===== src/hdl/dtv_pkg.sv =====
// dtv_pkg: constants, types and helpers of the detection track validator
// no dependencies
package dtv_pkg;
  localparam int unsigned HistDepth = 16;
  localparam int unsigned HistIdxW = $clog2(HistDepth);
  localparam int unsigned FillW = $clog2(HistDepth + 1);
  localparam int unsigned CoordBits = 16;
  localparam int unsigned PredW = CoordBits + 2;
  localparam int unsigned ConfW = 11;
  localparam int unsigned SumW = ConfW + FillW;
  localparam int unsigned PixW = 13;
  localparam int unsigned NumLanes = 4;

  localparam logic [2:0] RegMinConf = 3'd0;
  localparam logic [2:0] RegMinDet = 3'd1;
  localparam logic [2:0] RegHistLen = 3'd2;
  localparam logic [2:0] RegRoiExp = 3'd3;
  localparam logic [2:0] RegImgW = 3'd4;
  localparam logic [2:0] RegImgH = 3'd5;

  typedef enum logic [1:0] {
    ST_IDLE,
    ST_DIV,
    ST_ROI,
    ST_EMIT
  } state_e;

  typedef struct packed {
    logic signed [PredW-1:0] px;
    logic signed [PredW-1:0] py;
  } lane_res_t;
endpackage


===== src/hdl/dtv_lane.sv =====
// dtv_lane: linear prediction of one corner
// depends on dtv_pkg
module dtv_lane (
  input  logic [dtv_pkg::CoordBits-1:0] cur_x_i,
  input  logic [dtv_pkg::CoordBits-1:0] cur_y_i,
  input  logic [dtv_pkg::CoordBits-1:0] prev_x_i,
  input  logic [dtv_pkg::CoordBits-1:0] prev_y_i,
  input  logic                          ready_i,
  output dtv_pkg::lane_res_t            res_o
);
  import dtv_pkg::*;
  logic signed [PredW+1:0] tx, ty;
  always_comb begin
    tx = (PredW+2)'(3 * $signed({2'b00, cur_x_i}) - $signed({4'b0000, prev_x_i}));
    ty = (PredW+2)'(3 * $signed({2'b00, cur_y_i}) - $signed({4'b0000, prev_y_i}));
    if (ready_i) begin
      res_o.px = PredW'(tx >>> 1);
      res_o.py = PredW'(ty >>> 1);
    end else begin
      res_o.px = PredW'({2'b00, cur_x_i});
      res_o.py = PredW'({2'b00, cur_y_i});
    end
  end
endmodule


===== src/hdl/dtv_merge.sv =====
// dtv_merge: bounding box over the four lanes' corners and region of interest
// depends on dtv_pkg
module dtv_merge (
  input  logic [4*dtv_pkg::CoordBits-1:0] xs_i,
  input  logic [4*dtv_pkg::CoordBits-1:0] ys_i,
  input  logic [10:0]                     roi_exp_i,
  input  logic [dtv_pkg::PixW-1:0]        img_w_i,
  input  logic [dtv_pkg::PixW-1:0]        img_h_i,
  output logic [dtv_pkg::PixW-1:0]        rx_o,
  output logic [dtv_pkg::PixW-1:0]        ry_o,
  output logic [dtv_pkg::PixW-1:0]        rw_o,
  output logic [dtv_pkg::PixW-1:0]        rh_o
);
  import dtv_pkg::*;
  localparam int unsigned NW = CoordBits + 14;
  logic [CoordBits-1:0] minx, maxx, miny, maxy, sx, sy, vx, vy;
  logic signed [NW:0] nx, ny, rmx, rmy, gx, gy;
  logic signed [11:0] ef;
  logic [PixW:0] ox, oy;
  always_comb begin
    minx = xs_i[CoordBits-1:0]; maxx = minx;
    miny = ys_i[CoordBits-1:0]; maxy = miny;
    for (int i = 1; i < 4; i++) begin
      vx = xs_i[i*CoordBits +: CoordBits];
      vy = ys_i[i*CoordBits +: CoordBits];
      if (vx < minx) minx = vx;
      if (vx > maxx) maxx = vx;
      if (vy < miny) miny = vy;
      if (vy > maxy) maxy = vy;
    end
    sx = maxx - minx;
    sy = maxy - miny;
    // growth beyond one, negative when the box shrinks
    ef = $signed({1'b0, roi_exp_i}) - 12'sd256;
    nx = $signed((NW+1)'({minx, 9'd0})) - $signed({1'b0, sx}) * ef;
    ny = $signed((NW+1)'({miny, 9'd0})) - $signed({1'b0, sy}) * ef;
    ox = (nx <= 0) ? '0 : (PixW+1)'(nx >>> 13);
    oy = (ny <= 0) ? '0 : (PixW+1)'(ny >>> 13);
    gx = $signed((NW+1)'(sx) * (NW+1)'(roi_exp_i)) >>> 12;
    gy = $signed((NW+1)'(sy) * (NW+1)'(roi_exp_i)) >>> 12;
    rmx = $signed((NW+1)'(img_w_i)) - $signed((NW+1)'(ox));
    rmy = $signed((NW+1)'(img_h_i)) - $signed((NW+1)'(oy));
    if (gx < rmx) rmx = gx;
    if (gy < rmy) rmy = gy;
    rx_o = PixW'(ox);
    ry_o = PixW'(oy);
    rw_o = (rmx > 0) ? PixW'(rmx) : '0;
    rh_o = (rmy > 0) ? PixW'(rmy) : '0;
  end
endmodule


===== src/hdl/dtv_window.sv =====
// dtv_window: confidence window, hit run, lock and serial mean divider
// depends on dtv_pkg
module dtv_window (
  input  logic                        clk_i,
  input  logic                        rst_ni,
  input  logic                        upd_i,
  input  logic                        div_start_i,
  input  logic [dtv_pkg::ConfW-1:0]   conf_i,
  input  logic [10:0]                 min_conf_i,
  input  logic [7:0]                  min_det_i,
  input  logic [4:0]                  hist_len_i,
  output logic                        div_done_o,
  output logic [dtv_pkg::ConfW-1:0]   mean_o,
  output logic                        valid_o,
  output logic                        locked_o
);
  import dtv_pkg::*;
  logic [ConfW-1:0] win_q [HistDepth];
  logic [SumW-1:0] sum_q, sum_d;
  logic [FillW-1:0] fill_q, fill_d, len;
  logic [HistIdxW-1:0] head_q, old_idx;
  logic [7:0] hits_q, hits_d;
  logic lock_q, lock_d;
  logic [SumW-1:0] rem_q, quo_q;
  logic [4:0] cnt_q;
  logic busy_q;
  logic [SumW:0] trial;

  always_comb begin
    if (hist_len_i < 5'd2) len = FillW'(2);
    else if (32'(hist_len_i) > HistDepth) len = FillW'(HistDepth);
    else len = FillW'(hist_len_i);
    old_idx = head_q - HistIdxW'(fill_q);
    fill_d = fill_q;
    sum_d = sum_q;
    if (fill_q < len) fill_d = fill_q + 1'b1;
    else sum_d = sum_q - SumW'(win_q[old_idx]);
    sum_d = sum_d + SumW'(conf_i);
    hits_d = hits_q;
    if (conf_i > min_conf_i) begin
      if (hits_q != 8'hff) hits_d = hits_q + 1'b1;
    end else begin
      hits_d = '0;
    end
    lock_d = lock_q | (hits_d >= min_det_i);
    trial = {rem_q, quo_q[SumW-1]} - (SumW+1)'(fill_q);
  end

  always_ff @(posedge clk_i) begin
    if (upd_i) win_q[head_q] <= conf_i;
  end

  always_ff @(posedge clk_i or negedge rst_ni) begin
    if (!rst_ni) begin
      sum_q <= '0; fill_q <= '0; head_q <= '0; hits_q <= '0; lock_q <= 1'b0;
      busy_q <= 1'b0; cnt_q <= '0; rem_q <= '0; quo_q <= '0;
    end else begin
      if (upd_i) begin
        sum_q <= sum_d; fill_q <= fill_d; head_q <= head_q + 1'b1;
        hits_q <= hits_d; lock_q <= lock_d;
      end
      if (div_start_i) begin
        busy_q <= 1'b1; cnt_q <= 5'(SumW); rem_q <= '0; quo_q <= sum_q;
      end else if (busy_q) begin
        if (!trial[SumW]) rem_q <= trial[SumW-1:0];
        else rem_q <= {rem_q[SumW-2:0], quo_q[SumW-1]};
        quo_q <= {quo_q[SumW-2:0], ~trial[SumW]};
        cnt_q <= cnt_q - 1'b1;
        if (cnt_q == 5'd1) busy_q <= 1'b0;
      end
    end
  end

  assign div_done_o = busy_q && (cnt_q == 5'd1);
  assign mean_o = ConfW'(quo_q);
  assign valid_o = lock_q && (32'(sum_q) > 32'(min_conf_i) * 32'(fill_q));
  assign locked_o = lock_q;
endmodule


===== src/hdl/detection_track_validator_top.sv =====
// channel  | handshake       | payload
// input    | in_valid/ready  | corner0..3 x/y, confidence
// output   | out_valid/ready | corner_index, prediction, status, region, last
// config   | apb             | six registers at 4*i
// an item goes through the divider start register, the 16-step serial mean divider,
// the region state and four results; the next item is taken only in idle, once the last
// result of the previous item has been taken, so the divider sets the pace
// reset clears registers to defaults and all track state; output stalls hold the result
module detection_track_validator_top (
  input  logic clk_i,
  input  logic rst_ni,
  input  logic psel,
  input  logic penable,
  input  logic pwrite,
  input  logic [4:0] paddr,
  input  logic [31:0] pwdata,
  output logic [31:0] prdata,
  output logic pready,
  input  logic in_valid_i,
  output logic in_ready_o,
  input  logic [dtv_pkg::CoordBits-1:0] corner0_x_i, corner0_y_i, corner1_x_i,
  input  logic [dtv_pkg::CoordBits-1:0] corner1_y_i, corner2_x_i, corner2_y_i,
  input  logic [dtv_pkg::CoordBits-1:0] corner3_x_i, corner3_y_i,
  input  logic [10:0] confidence_i,
  output logic out_valid_o,
  input  logic out_ready_i,
  output logic [1:0] corner_index_o,
  output logic signed [dtv_pkg::PredW-1:0] predicted_x_o,
  output logic signed [dtv_pkg::PredW-1:0] predicted_y_o,
  output logic prediction_ready_o,
  output logic track_valid_o,
  output logic track_locked_o,
  output logic [10:0] mean_confidence_o,
  output logic [12:0] roi_x_o,
  output logic [12:0] roi_y_o,
  output logic [12:0] roi_width_o,
  output logic [12:0] roi_height_o,
  output logic last_o
);
  import dtv_pkg::*;
  state_e st_q, st_d;
  logic [10:0] min_conf_q, roi_exp_q;
  logic [7:0] min_det_q;
  logic [4:0] hist_q;
  logic [12:0] img_w_q, img_h_q;
  logic [4*CoordBits-1:0] cx_q, cy_q, px_q, py_q;
  logic seen_q, ready_q, div_go_q;
  logic [1:0] idx_q;
  logic accept, div_done, wvalid, wlocked;
  logic [10:0] mean;
  logic [12:0] rx, ry, rw, rh, rx_q, ry_q, rw_q, rh_q;
  lane_res_t res [NumLanes];
  logic [2:0] ridx;

  assign pready = 1'b1;
  assign ridx = paddr[4:2];
  always_comb begin
    case (ridx)
      RegMinConf: prdata = 32'(min_conf_q);
      RegMinDet:  prdata = 32'(min_det_q);
      RegHistLen: prdata = 32'(hist_q);
      RegRoiExp:  prdata = 32'(roi_exp_q);
      RegImgW:    prdata = 32'(img_w_q);
      RegImgH:    prdata = 32'(img_h_q);
      default:    prdata = '0;
    endcase
  end

  assign in_ready_o = (st_q == ST_IDLE);
  assign accept = in_valid_i && in_ready_o;

  always_comb begin
    st_d = st_q;
    case (st_q)
      ST_IDLE: if (accept) st_d = ST_DIV;
      ST_DIV:  if (div_done) st_d = ST_ROI;
      ST_ROI:  st_d = ST_EMIT;
      ST_EMIT: if (out_ready_i && idx_q == 2'd3) st_d = ST_IDLE;
      default: st_d = ST_IDLE;
    endcase
  end

  dtv_window u_win (
    .clk_i, .rst_ni, .upd_i(accept), .div_start_i(div_go_q),
    .conf_i(confidence_i), .min_conf_i(min_conf_q), .min_det_i(min_det_q),
    .hist_len_i(hist_q), .div_done_o(div_done), .mean_o(mean),
    .valid_o(wvalid), .locked_o(wlocked)
  );

  dtv_merge u_merge (
    .xs_i(cx_q), .ys_i(cy_q), .roi_exp_i(roi_exp_q), .img_w_i(img_w_q),
    .img_h_i(img_h_q), .rx_o(rx), .ry_o(ry), .rw_o(rw), .rh_o(rh)
  );

  for (genvar g = 0; g < NumLanes; g++) begin : g_lane
    dtv_lane u_lane (
      .cur_x_i(cx_q[g*CoordBits +: CoordBits]), .cur_y_i(cy_q[g*CoordBits +: CoordBits]),
      .prev_x_i(px_q[g*CoordBits +: CoordBits]), .prev_y_i(py_q[g*CoordBits +: CoordBits]),
      .ready_i(ready_q), .res_o(res[g])
    );
  end

  always_ff @(posedge clk_i or negedge rst_ni) begin
    if (!rst_ni) begin
      st_q <= ST_IDLE; min_conf_q <= 11'd512; min_det_q <= 8'd3; hist_q <= 5'd8;
      roi_exp_q <= 11'd384; img_w_q <= 13'd640; img_h_q <= 13'd480;
      seen_q <= 1'b0; ready_q <= 1'b0; idx_q <= '0; div_go_q <= 1'b0;
    end else begin
      st_q <= st_d;
      div_go_q <= accept;
      if (psel && penable && pwrite) begin
        case (ridx)
          RegMinConf: min_conf_q <= pwdata[10:0];
          RegMinDet:  min_det_q <= pwdata[7:0];
          RegHistLen: hist_q <= pwdata[4:0];
          RegRoiExp:  roi_exp_q <= pwdata[10:0];
          RegImgW:    img_w_q <= pwdata[12:0];
          RegImgH:    img_h_q <= pwdata[12:0];
          default: ;
        endcase
      end
      if (accept) begin
        ready_q <= seen_q; seen_q <= 1'b1; idx_q <= '0;
      end
      if (st_q == ST_EMIT && out_ready_i) idx_q <= idx_q + 1'b1;
    end
  end

  always_ff @(posedge clk_i) begin
    if (accept) begin
      px_q <= cx_q; py_q <= cy_q;
      cx_q <= {corner3_x_i, corner2_x_i, corner1_x_i, corner0_x_i};
      cy_q <= {corner3_y_i, corner2_y_i, corner1_y_i, corner0_y_i};
    end
    if (st_q == ST_ROI) begin
      rx_q <= rx; ry_q <= ry; rw_q <= rw; rh_q <= rh;
    end
  end

  assign out_valid_o = (st_q == ST_EMIT);
  assign corner_index_o = idx_q;
  assign predicted_x_o = res[idx_q].px;
  assign predicted_y_o = res[idx_q].py;
  assign prediction_ready_o = ready_q;
  assign track_valid_o = wvalid;
  assign track_locked_o = wlocked;
  assign mean_confidence_o = mean;
  assign roi_x_o = rx_q;
  assign roi_y_o = ry_q;
  assign roi_width_o = rw_q;
  assign roi_height_o = rh_q;
  assign last_o = (idx_q == 2'd3);
endmodule


===== config.mk =====
export PLATFORM = sky130hd
export DESIGN_NAME = detection_track_validator_top
export DESIGN_NICKNAME = d
export VERILOG_FILES = /design/src/hdl/dtv_pkg.sv /design/src/hdl/dtv_lane.sv /design/src/hdl/dtv_merge.sv /design/src/hdl/dtv_window.sv /design/src/hdl/detection_track_validator_top.sv
export SDC_FILE = /design/constraint.sdc
export NUM_CORES = 2
export LEC_CHECK = 0
export BUFFER_PORTS_ARGS = -buffer_cell sky130_fd_sc_hd__buf_4
export CAP_MARGIN = 15
export CORE_ASPECT_RATIO = 1.25
export CORE_MARGIN = 4
export CORE_UTILIZATION = 30
export DETAILED_ROUTE_END_ITERATION = 8
export PLACE_DENSITY = 0.49
export SETUP_SLACK_MARGIN = 0.02
export SLEW_MARGIN = 20
export SYNTH_ARGS = -nofsm -noshare
export SYNTH_HDL_FRONTEND = slang
export SYNTH_HIERARCHICAL = 1
export SYNTH_SLANG_ARGS = --single-unit

===== constraint.sdc =====
create_clock -name clk_i -period 21.6 [get_ports clk_i]
set_input_delay 6.48 -clock clk_i [delete_from_list [all_inputs] [get_ports clk_i]]
set_output_delay 6.48 -clock clk_i [all_outputs]
set_load 0.005 [all_outputs]

==> impl_metrics.json <==
{
  "outcome": "finished, final reports clean",
  "min_to": "seen_q$_DFFE_PN0P_",
  "async_flop_share": 0.224,
  "grt_max_degree": 78,
  "grt_use_met2": 0.308,
  "rr_endpoint": "roi_height_o[4]$_DFFE_PP_",
  "vias_per_cell": 4.96,
  "grt_pass1_wl_mm": 336,
  "syn_inst": 7456,
  "fillers": 24800,
  "worstPathRequired_ns": 22.00,
  "hold_viol": 0,
  "stdcell_count": 10900,
  "syn-cell-area_um2": 72900,
  "cp_slowest_cell": "fa_1",
  "syn_area_per_cell_um2": 9.78,
  "setup_viol": 0,
  "synth_common_cells": "inv_1 (1270), ha_1 (874), fa_1 (654), nand2_1 (575), nor2_1 (513)",
  "ys_warn_count": 6,
  "grt.busiest_layer": "met2",
  "clock-sinks": 624,
  "cts_hold_buf": 0,
  "routed_wl_mm": 219,
  "yosysMostFrequentCell": "inv_1",
  "synth_seq_area_share": 0.248,
  "grt_overflow": 0,
  "tightest_slew_ns": 1.07,
  "slew_headroom": 0.286,
  "min-delay-start": "seen_q$_DFFE_PN0P_",
  "clock_latency_ns": 0.74,
  "critPathMostFrequentCell": "a21oi_1",
  "grtUsageMet1": 0.215,
  "via_count": 54300,
  "clock-root-buffer": "clkbuf_16",
  "drtPass1Iterations": 6,
  "route.detailed.wl_per_inst_um": 20.0,
  "multi_input_area_um2": 49300,
  "rows": 202,
  "tritoncts": "done",
  "die_height_um": 559,
  "post-route-drc-count": 0,
  "die_w_um": 449,
  "yosys.area.top_type": "edfxtp_1",
  "r2r_start": "cy_q[9]$_DFFE_PP_",
  "clockBufferDepth": 3,
  "first_global_vias": 57100,
  "ys_ff_latch": 624,
  "hold_depth": 1,
  "holdCritPathClass": "flop to flop",
  "finalNetCount": 9423,
  "regArea_um2": 18100,
  "first_iter_violations": 2920,
  "area_delta_synth_final_pct": 12.3,
  "port_buffers": 281,
  "reg2reg_depth": 80,
  "synth_flop_cell": "edfxtp_1",
  "max_freq_mhz": 49.1,
  "globalplace.congestion": 0.899,
  "start_util": 0.301,
  "period_minus_slack_ns": 20.36,
  "worst_clock_skew_ns": 0.0893,
  "antenna_left": 0,
  "grt_util_met3": 0.0216,
  "fin_crit_sh": 0.942,
  "dp_hpwl_mm": 175,
  "cp_slowest_stage_delay_ns": 0.62,
  "coreArea_um2": 242000,
  "dp.cells": 10800,
  "synth_top_cell_area_share": 0.199,
  "criticalPathCategory": "flop to flop",
  "grt_usage": 0.173,
  "critPathCaptureType": "flop",
  "yosys-top-cells-area": "edfxtp_1 (20%), fa_1 (18%), ha_1 (15%)",
  "drive_gt1_frac": 0.123,
  "crit_arrival_ns": 20.76,
  "antenna_found_initial": 10,
  "slew_viol_final": 0,
  "pin_count": 323,
  "clkTransAtPathRegs_ns": 0.06,
  "max-cap-violations": 0,
  "synth_edf_count": 484,
  "htreeDepth": 3,
  "r2r_slack_ns": 1.24,
  "ys_types": 125,
  "dieArea_um2": 251000,
  "worstPathMaxFanout": 29,
  "numCtsBuffers": 81,
  "critPathLaunchType": "flop"
}
-- worst max-delay path, delay by kind of cell, from the launching register on --
family	cells	cell delay [ns]
simple gates	12	2.08
flops	1	0.52
fa+ha+maj	15	5.91
mux	2	0.66
buf+inv	8	1.03
compound gates	41	9.32
xor+xnor	2	0.41
-- state kept, by name (all words and copies together), names as in the netlist, 13 cells and up --
| register | count |
|---|---|
| roi_width_o | 13 |
| img_w_q | 13 |
| u_win/quo_q | 16 |
| img_h_q | 13 |
| cx_q | 64 |
| roi_y_o | 13 |
| u_win/win_q | 176 |
| u_win/sum_q | 16 |
| u_win/rem_q | 16 |
| px_q | 64 |
| py_q | 64 |
| roi_x_o | 13 |
| cy_q | 64 |
| roi_height_o | 13 |
-- kinds of logic (layout without fill, tap and decap cells) --
family                     after synthesis  in the layout  synth area share
AOI/OAI and AO/OA                     1334           1334             0.123
xor gates and xnor gates               313            313            0.0385
adders and majority gates             1529           1529             0.330
buffers and inverters                 1516           1820            0.0810
DFF                                    624            624             0.248
muxes                                  323            323            0.0609
other                                    2             27          0.000103
and+or+nand+nor                       1815           1815             0.119
-- through the flow --
step	util	setup WS, ns	TNS (ns)	instance area, um2	hold slack, ns
2_1_floorplan	-	3.06	0	73000	0.430
3_3_place_gp	0.326	0.543	0	78800	0.448
3_5_place_dp	0.326	0.444	0	78800	0.461
4_1_cts	0.337	0.291	0	81600	0.480
5_1_grt	0.338	-0.0396	-0.105	81900	0.502
6_report	0.338	1.24	0	81900	0.476
-- layout make-up --
| class | instances | area share |
|---|---|---|
| diodes | 7 | 0.000214 |
| clock inverters | 56 | 0.00773 |
| multi-input cells | 5334 | 0.602 |
| repair buffers | 393 | 0.0364 |
| flip-flops and latches | 624 | 0.221 |
| inverters | 1278 | 0.0587 |
| well taps | 3162 | 0.0483 |
| clock buffers | 93 | 0.0258 |
-- worst max path at each step --
stage | startpoint | endpoint | depth (start not counted)
3_5_place_dp | cy_q[14]$_DFFE_PP_ | roi_height_o[5]$_DFFE_PP_ | 77
2_1_floorplan | cx_q[15]$_DFFE_PP_ | roi_width_o[1]$_DFFE_PP_ | 89
6_report | cy_q[9]$_DFFE_PP_ | roi_height_o[4]$_DFFE_PP_ | 80
3_3_place_gp | cx_q[14]$_DFFE_PP_ | roi_width_o[11]$_DFFE_PP_ | 85
4_1_cts | cy_q[6]$_DFFE_PP_ | roi_height_o[5]$_DFFE_PP_ | 78
5_1_grt | cx_q[14]$_DFFE_PP_ | roi_width_o[11]$_DFFE_PP_ | 89
-- placed cells by master, fill, tap and decap left out, types with 13 or more instances in the layout --
| cell type | Yosys | final |
|---|---|---|
| inv_1 | 1270 | 1269 |
| ha_1 | 874 | 872 |
| fa_1 | 654 | 653 |
| nand2_1 | 575 | 573 |
| nor2_1 | 513 | 502 |
| edfxtp_1 | 484 | 484 |
| a21oi_1 | 397 | 388 |
| buf_4 | 38 | 388 |
| o21ai_0 | 300 | 296 |
| xnor2_1 | 219 | 216 |
| a21o_1 | 151 | 151 |
| and2_1 | 123 | 122 |
| dfrtp_1 | 128 | 121 |
| mux2_2 | 119 | 119 |
| nor2b_1 | 117 | 117 |
| mux2i_1 | 110 | 110 |
| nor3_1 | 96 | 93 |
| xor2_1 | 87 | 86 |
| clkbuf_16 | 0 | 82 |
| mux4_2 | 80 | 80 |
| nand2b_1 | 78 | 78 |
| nand3_1 | 78 | 78 |
| o21a_1 | 70 | 70 |
| nand4_1 | 65 | 65 |
| a211oi_1 | 56 | 55 |
| or3_1 | 36 | 34 |
| a31oi_1 | 34 | 33 |
| o21bai_1 | 30 | 29 |
| and3_1 | 28 | 28 |
| o21ai_1 | 23 | 24 |
| o211ai_1 | 22 | 22 |
| or2_2 | 21 | 21 |
| conb_1 | 2 | 20 |
| a211o_1 | 17 | 17 |
| o31ai_1 | 18 | 16 |
| o22ai_1 | 14 | 14 |
| clkinv_2 | 0 | 14 |
| nor3_2 | 12 | 14 |
| a211oi_2 | 12 | 13 |
-- metal layers --
| layer | wire length [um] | up-vias |
|---|---|---|
| li1 | - | 25700 |
| met1 | 94400 | 27200 |
| met2 | 110000 | 1039 |
| met3 | 7980 | 267 |
| met4 | 7380 | 2 |
| met5 | 7 | - |
-- repair_timing --
item                                    4_1_cts  5_1_grt
setup buffers                                 0       13
endpoints found under the setup margin        0       26
gates resized for setup                       0       45
Power is left out: the tool's default activity adds up to more than one toggle a clock period on the data nets, which glitch-free logic cannot reach.
